### config.mk
export PLATFORM = sky130hd
export DESIGN_NAME = pfs_cell
export DESIGN_NICKNAME = d
export VERILOG_FILES = /design/src/pfs_pkg.sv /design/src/pfs_cell.sv
export SDC_FILE = /design/constraint.sdc
export NUM_CORES = 1
export LEC_CHECK = 0
export BUFFER_PORTS_ARGS = -buffer_cell sky130_fd_sc_hd__buf_4
export CORE_AREA = 2 2 220 222
export CTS_CLUSTER_SIZE = 14
export DETAILED_ROUTE_END_ITERATION = 16
export DIE_AREA = 0 0 222 224
export HOLD_SLACK_MARGIN = 0.03
export PLACE_DENSITY = 0.39
export RECOVER_POWER = 50
export REMOVE_ABC_BUFFERS = 1
export SYNTH_ARGS = -nofsm -noshare
export SYNTH_HDL_FRONTEND = slang
export SYNTH_SLANG_ARGS = --single-unit
### constraint.sdc
create_clock -name clk -period 1.2 [get_ports clk]
set_input_delay 0.06 -clock clk [delete_from_list [all_inputs] [get_ports clk]]
set_output_delay 0.06 -clock clk [all_outputs]
set_load 0.005 [all_outputs]
### src/pfs_pkg.sv
package pfs_pkg;

    typedef enum logic [2:0] {
        CMD_TICK   = 3'd0,
        CMD_ADD    = 3'd1,
        CMD_REMOVE = 3'd2,
        CMD_ENABLE = 3'd3,
        CMD_PERIOD = 3'd4,
        CMD_CLEAR  = 3'd5,
        CMD_READ   = 3'd6,
        CMD_SEND   = 3'd7
    } cmd_t;

    typedef enum logic [1:0] {
        ST_IDLE,
        ST_ROTATE,
        ST_DONE
    } state_t;

    localparam logic [4:0] SEND_NOW_SLOT = 5'd16;
    localparam int         MAX_EMIT      = 16;

    // One table entry as held by a cell
    typedef struct packed {
        logic [28:0] id;
        logic        ext;
        logic [3:0]  dlc;
        logic [63:0] data;
        logic [31:0] period;
        logic [31:0] stamp;
        logic        on;
    } entry_t;

    // Per-cell control from the sequencer
    typedef struct packed {
        logic        clear;
        logic        take;
        logic        load;
        logic        set_on;
        logic        on_val;
        logic        set_per;
        logic [31:0] per_val;
        logic [31:0] stamp_val;
    } cell_ctrl_t;

    // One result transaction
    typedef struct packed {
        logic        kind;
        logic        ok;
        logic [4:0]  slot;
        logic [28:0] id;
        logic        ext;
        logic [3:0]  dlc;
        logic [63:0] data;
        logic [31:0] period;
        logic        active;
        logic [31:0] last_time;
        logic        last;
    } out_t;

endpackage

### src/pfs_cell.sv
module pfs_cell
    import pfs_pkg::*;
(
    input  logic       clk,
    input  logic       rst_n,
    input  cell_ctrl_t ctl,
    input  entry_t     nb,
    input  entry_t     new_entry,
    output entry_t     q
);

    entry_t entry_reg;
    entry_t entry_next;

    // Pick the cell's next content: wipe, take neighbour, load, or field update
    always_comb
    begin
        entry_next = entry_reg;
        if (ctl.clear)
        begin
            entry_next = '0;
        end
        else if (ctl.take)
        begin
            entry_next = nb;
        end
        else if (ctl.load)
        begin
            entry_next = new_entry;
        end
        else
        begin
            if (ctl.set_on)
            begin
                entry_next.on = ctl.on_val;
                if (ctl.on_val)
                begin
                    entry_next.stamp = ctl.stamp_val;
                end
            end
            if (ctl.set_per)
            begin
                entry_next.period = ctl.per_val;
            end
        end
    end

    always_ff @(posedge clk or negedge rst_n)
    begin
        if (!rst_n)
        begin
            entry_reg <= '0;
        end
        else
        begin
            entry_reg <= entry_next;
        end
    end

    assign q = entry_reg;

endmodule

# Word level (Yosys, flattened, before mapping)
# Cells that the tools add are included.
[totals]
register_bits = 163
out_inout_bits = 163
input_bits = 398
[op_classes]
mux = 7
reduce_logical = 5
[ops]
columns = ["operator", "count"]
rows = [
  ["163-bit 2-to-1 mux", 2],
  ["98-bit 2-to-1 mux", 1],
  ["65-bit 2-to-1 mux", 1],
  ["32-bit 2-to-1 mux", 2],
  ["33-bit 2-to-1 mux", 1],
  ["4-bit nonzero test", 3],
  ["3-bit nonzero test", 1],
  ["2-bit AND reduction", 1],
]

# Logic depth before layout (Yosys ltp)
# Gate-level depths: netlist of the first run.
[depth]
word_depth = 5
ltp_mapped = 6
depth_no_buf = 3

# Least setup slack after synthesis of the first run
# OpenSTA, ideal clock, no wires.
[synth_timing]
path_type = "input port to flip-flop"
startpoint = "input port ctl[67] (netlist bit)"
endpoint = "register entry_reg (netlist bit q[100])"
setup_ps = 132
n_path_buf = 3
t_arrival_ps = 1014
path_stages = 6
required_time_ps = 1068
path_slack_ps = 54
cell_sequence = "buf_4 -> buf_4 -> buf_4 -> mux2_2 -> mux2i_1 -> nor2_1"
[synth_between]
elab_chain_cells = 1
[synth_rtl]
columns = ["item", "line", "rtl"]
rows = [
  ["from (decl)", "pfs_cell.sv:6", "input cell_ctrl_t ctl,"],
  ["3-bit nonzero test (no line)", "--", ""],
  ["to (signal assigned)", "pfs_cell.sv:56", "entry_reg <= entry_next;"],
  ["to (decl)", "pfs_cell.sv:12", "entry_t entry_reg;"],
]
# No other way between the ends.
# A chain may end at the register's enable or synchronous reset.

# Worst setup path in the final report of the first run
[layout_timing]
startpoint = "register entry_reg (netlist bit q[24])"
endpoint = "output port q[24] (netlist bit)"
[layout_lines]
columns = ["item", "line", "rtl"]
rows = [
  ["to (decl)", "pfs_cell.sv:9", "output entry_t q"],
]
# No word-level cell between the ends.

==> results of run 1 <==
-- cells in the mapped netlist, drive strengths merged --
cell     instances
a2111oi          1
nand2b          64
mux2            98
dfrtp          163
a21oi            1
mux2i           98
a211o           65
buf             47
inv              2
nor3             1
a32o            64
nor2b           65
clkbuf          27
nor3b            1
nor4             1
nor2           100
-- final cells by class --
type / count / area [um2]
multi-input cells: 559 / 4530
flip-flops and latches: 163 / 4080
well taps: 615 / 769
clock buffers: 19 / 433
fillers: 4686 / 28700
repair buffers: 988 / 8580
clock inverters: 12 / 235
inverters: 2 / 7.51
-- path summary, 6_finish.rpt --
check / endpoint / start / cells after the start / slack [ns]
hold reg to reg: q[4] / q[4] / 1 / 0.49
min in group asynchronous: q[41] / rst_n / 2 / 0.21
max in group asynchronous: q[142] / rst_n / 3 / 0.15
hold / removal: q[22] / ctl[21] / 4 / 0.08
setup / recovery: q[24] / q[24] / 1 / 0.08
setup reg to reg: q[147] / q[147] / 3 / 0.22
-- cells in the final DEF, fill, tap and decap left out, drive strengths merged, types with 64 or more instances in the layout --
| cell | count |
|---|---|
| dlygate4sd3 | 372 |
| buf | 607 |
| a211o | 65 |
| mux2i | 98 |
| a32o | 64 |
| mux2 | 98 |
| nor2 | 100 |
| dfrtp | 163 |
| nand2b | 64 |
| nor2b | 65 |
-- cell families (layout without fill, tap and decap cells) --
logic type | count (synthesis) | in the layout
multiplexers | 196 | 196
buffers and inverters | 76 | 1021
flip-flops | 163 | 163
AND/OR/NAND/NOR | 232 | 232
AO/OA/AOI/OAI | 131 | 131
-- power by group --
group          leakage [uW]  switching, uW  total, uW  internal [uW]
clock              0.000330           2520       6590           4070
sequential          0.00212            239       6140           5900
combinational       0.00657           1740       4820           3080
-- layer usage --
metal / global-route usage (%) / vias up / share of wire (%)
met3: 5.06 / 40 / 5.6
met5: 0 / - / 0
met4: 5.69 / 0 / 1.9
met2: 30.9 / 327 / 52
li1: - / 4752 / -
met1: 19.2 / 4837 / 40
-- per-stage QoR --
stage / instance area [um2] / power (uW)
2_1_floorplan: 8610 / 7360
3_5_place_dp: 14300 / 10100
4_1_cts: 18700 / 18000
5_1_grt: 18600 / 18400
3_3_place_gp: 14300 / 10100
6_report: 18600 / 17500
-- repair_timing --
| action | CTS | global route |
|---|---|---|
| hold buffers | 372 | 0 |
| hold endpoints to repair | 326 | 0 |
| gates resized for setup | 0 | 0 |
| setup buffers | 1 | 0 |
| setup endpoints to repair | 1 | 0 |
==> results.sh, run 1 <==
export IMPL_grt_pass1_vias=10800
export IMPL_dp_hpwl_um=31600
export IMPL_fp_coreArea_um2=47300
export IMPL_worstSetupPathType="flip-flop to output port"
export IMPL_drv_slew=0
export IMPL_muxShareOfSynthArea_pct=23.1
export IMPL_finalHoldViolCount=0
export IMPL_cts_tree="done"
export IMPL_ant_nets=0
export IMPL_largest_reg_flops=163
export IMPL_grt_max_degree=55
export IMPL_p_leak_uw=0.00902
export IMPL_dieArea_um2=49700
export IMPL_fin_nets=2129
export IMPL_synth_simple_area_share_pct=13.5
export IMPL_fin_crit_sh_pct=93.2
export IMPL_yosys_area_top_type_share_pct=45.2
export IMPL_syn_area_um2=9020
export IMPL_status="finished clean"
export IMPL_setup_slack_ns=0.0821
export IMPL_yosys_register_bits=163
export IMPL_setup_viol=0
export IMPL_wl_per_cell_um=18.3
export IMPL_required_ns=1.14
export IMPL_floorplan_rows=80
export IMPL_start_util_pct=19.0
export IMPL_setup_tns_ns=0
export IMPL_crit_family="flip-flops"
export IMPL_maxSlewHeadroom_pct=32.2
export IMPL_skew_ns=0
export IMPL_drt_total_wl_um=43100
export IMPL_stdcell_count=2358
export IMPL_grt_overflow_total=0
export IMPL_cp_end_kind="output port"
export IMPL_worst_path_max_fanout=2
export IMPL_synthTopCellsByArea="dfrtp_1 45%, mux2_2 12%, mux2i_1 11%, a32o_1 7.1%, a211o_1 6.3%"
export IMPL_fp_dieW_um=222
export IMPL_worst_pin_slew_ns=1.02
export IMPL_synth_cells=798
export IMPL_path_buf_inv=1
export IMPL_synth_area_per_cell_um2=11.3
export IMPL_syn_to_final_growth_pct=107
export IMPL_path_cells="buf_4"
export IMPL_antenna_cells=0
export IMPL_max_freq_mhz=895
export IMPL_ir_drop_v=0.000776
export IMPL_placedCellCount=1954
export IMPL_ys_seq_area_share_pct=45.2
export IMPL_ctsRootBufferMaster="clkbuf_16"
export IMPL_cp_arrival_ns=1.06
export IMPL_cts_buffer_depth=2
export IMPL_fin_util_pct=39.4
export IMPL_dp_slack_ns=-0.437
export IMPL_ys_warnings_count=0
export IMPL_via_count=9956
export IMPL_powerDensity_nw_per_um2=942
export IMPL_synth_top_family_by_area="multiplexers"
export IMPL_htreeDepth=4
export IMPL_globalplace_congestion=0.778
export IMPL_cts_buffers=17
export IMPL_clock_latency_ns=0.49
export IMPL_drt_iter0_markers=302
export IMPL_drc=0
export IMPL_grt_pass1_wl_um=64600
export IMPL_start_kind="flip-flop"
export IMPL_synth_compound_area_share_pct=13.6
export IMPL_drt_first_pass_iters=4
export IMPL_synth_cell_types=18
export IMPL_rsz0062_at_grt="false"
export IMPL_io_pins=561
export IMPL_hold_slack_ns=0.0819
export IMPL_period_minus_slack_ns=1.12
export IMPL_cap_violations=0
export IMPL_slowest_stage="dfrtp_1"
export IMPL_grt_antenna_before_repair=0
export IMPL_slowest_delay_ns=0.41
export IMPL_yosysTopAreaCell="dfrtp_1"
export IMPL_grt_usage_pct=17.1
export IMPL_cts_sinks=163
export IMPL_die_height_um=224
export IMPL_drive_above_1_share_pct=42.7
export IMPL_hold_class="primary input to flip-flop"
export IMPL_viasPerCell=4.22
export IMPL_cts_clk_slew_worst_paths_ns=0.07
export IMPL_synth_adder_area_share_pct=0
export IMPL_yosys_area_share_xor_xnor_pct=0
export IMPL_io_buffer_count=560
Note: power is estimated with default switching activity, not from simulation.
==> run 2, diff against run 1 <==
--- a/config.mk
+++ b/config.mk
@@ -11,6 +11,7 @@
 export DETAILED_ROUTE_END_ITERATION = 16
 export DIE_AREA = 0 0 222 224
 export HOLD_SLACK_MARGIN = 0.03
+export MAX_ROUTING_LAYER = met4
 export PLACE_DENSITY = 0.39
 export RECOVER_POWER = 50
 export REMOVE_ABC_BUFFERS = 1
==> run 2 against run 1 <==
Worst setup slack worse by 0.014 ns. Worst hold slack worse by 0.0037 ns. Combinational power about the same. Global-route usage up 0.52 points. Power about the same. Register-to-register slack about the same. Final area unchanged. Core utilization unchanged. Non-clock buffer count unchanged. First-iteration DRC count up 19%. Clock skew unchanged. Critical path depth unchanged. Critical endpoint unchanged. Highest routed layer unchanged.
==> results.sh, run 2 (synthesis results as in run 1) <==
export IMPL_status="finished clean"
export IMPL_cts_tree="done"
export IMPL_setup_slack_ns=0.0685
export IMPL_fin_util_pct=39.4
export IMPL_ant_nets=0
export IMPL_syn_to_final_growth_pct=107
export IMPL_cts_clk_slew_worst_paths_ns=0.07
export IMPL_clock_latency_ns=0.49
export IMPL_rsz0062_at_grt="false"
export IMPL_via_count=9917
export IMPL_final_common_cell="buf_4"
export IMPL_drc=0
export IMPL_path_buf_inv=1
export IMPL_grt_max_degree=55
export IMPL_drt_total_wl_um=43100
export IMPL_dp_slack_ns=-0.437
export IMPL_skew_ns=0
export IMPL_fin_nets=2129
export IMPL_drt_iter0_markers=360
export IMPL_viasPerCell=4.21
export IMPL_dieArea_um2=49700
export IMPL_setup_tns_ns=0
export IMPL_postPlaceCellArea_um2=14300
export IMPL_fillCellCount=4686
export IMPL_cp_arrival_ns=1.07
export IMPL_drive_above_1_share_pct=42.7
export IMPL_cts_buffers=17
export IMPL_drv_slew=0
export IMPL_multi_input_area_um2=4530
export IMPL_finalHoldViolCount=0
export IMPL_hold_slack_ns=0.0782
export IMPL_period_minus_slack_ns=1.13
export IMPL_htreeDepth=4
export IMPL_largest_reg_flops=163
export IMPL_drt_first_pass_iters=4
export IMPL_fp_dieW_um=222
export IMPL_fp_coreArea_um2=47300
export IMPL_globalplace_congestion=0.788
export IMPL_ctsRootBufferMaster="clkbuf_16"
export IMPL_cp_end_kind="output port"
export IMPL_cts_sinks=163
export IMPL_required_ns=1.14
export IMPL_setup_viol=0
export IMPL_dp_hpwl_um=31600
export IMPL_cap_violations=0
export IMPL_antenna_cells=0
export IMPL_cts_buffer_depth=2
export IMPL_ir_drop_v=0.000786
export IMPL_grt_pass1_vias=10900
export IMPL_io_pins=561
export IMPL_mostFrequentLayoutCells="587 x buf_4, 372 x dlygate4sd3_1, 163 x dfrtp_1"
export IMPL_slowest_delay_ns=0.42
export IMPL_p_leak_uw=0.00902
export IMPL_maxSlewHeadroom_pct=31.9
export IMPL_wl_per_cell_um=18.3
export IMPL_path_cells="buf_4"
export IMPL_slowest_stage="dfrtp_1"
export IMPL_max_freq_mhz=884
export IMPL_worst_path_max_fanout=2
export IMPL_io_buffer_count=560
export IMPL_crit_family="flip-flops"
export IMPL_grt_overflow_total=0
export IMPL_grt_usage_pct=17.6
export IMPL_worst_pin_slew_ns=1.02
export IMPL_start_kind="flip-flop"
export IMPL_grt_antenna_before_repair=0
export IMPL_fin_crit_sh_pct=94.3
export IMPL_powerDensity_nw_per_um2=941
export IMPL_floorplan_rows=80
export IMPL_worstSetupPathType="flip-flop to output port"
export IMPL_r2r_slack_ns=0.22
export IMPL_hold_class="primary input to flip-flop"
export IMPL_die_height_um=224
export IMPL_start_util_pct=19.0
export IMPL_grt_pass1_wl_um=64500
export IMPL_final_area_um2=18600
export IMPL_regArea_um2=4080
run 2: cell counts in the layout (fill, tap and decap cells not counted):
No cell type changed its count.
run 2: cell type report:
| class | count | share of cell area (%) |
|---|---|---|
| Sequential cell | 163 | 21.9 |
| Clock inverter | 12 | 1.26 |
| Multi-Input combinational cell | 559 | 24.3 |
| Clock buffer | 19 | 2.32 |
| Timing Repair Buffer | 988 | 46.0 |
| Tap cell | 615 | 4.13 |
| Inverter | 2 | 0.0403 |
run 2: routing by layer:
layer | GRT usage, % | share of wire (%) | up-vias
met2 | 30.8 | 52 | 316
met1 | 19.4 | 40 | 4808
met4 | 5.69 | 1.8 | 0
met5 | - | 0 | -
met3 | 4.81 | 5.7 | 41
li1 | - | - | 4752
run 2: stage by stage:
step / total power [uW] / std cells
6_report: 17500 / 2358
5_1_grt: 18400 / 2358
4_1_cts: 18000 / 2358
3_5_place_dp: 10100 / 1954
3_3_place_gp: 10100 / 1954
2_1_floorplan: 7360 / 724
run 2: worst paths after layout:
kind | from | endpoint | depth (start not counted)
worst max register to register | q[78] | q[78] | 3
worst min-delay path | ctl[21] | q[22] | 4
max in group asynchronous | rst_n | q[142] | 3
min in group asynchronous | rst_n | q[41] | 2
worst max-delay path | q[24] | q[24] | 1
worst min register to register | q[49] | q[49] | 1
run 2: power by group:
group	total, uW	switching [uW]	internal, uW
logic	4820	1740	3080
registers	6140	239	5900
clock network	6580	2510	4070
total	17500	4490	13100
run 2: repair_timing:
item / CTS / global route
resized for setup: 0 / 0
endpoints found under the hold margin: 326 / 0
hold buffers: 372 / 0
buffers inserted: 1 / 0
endpoints found under the setup margin: 1 / 0
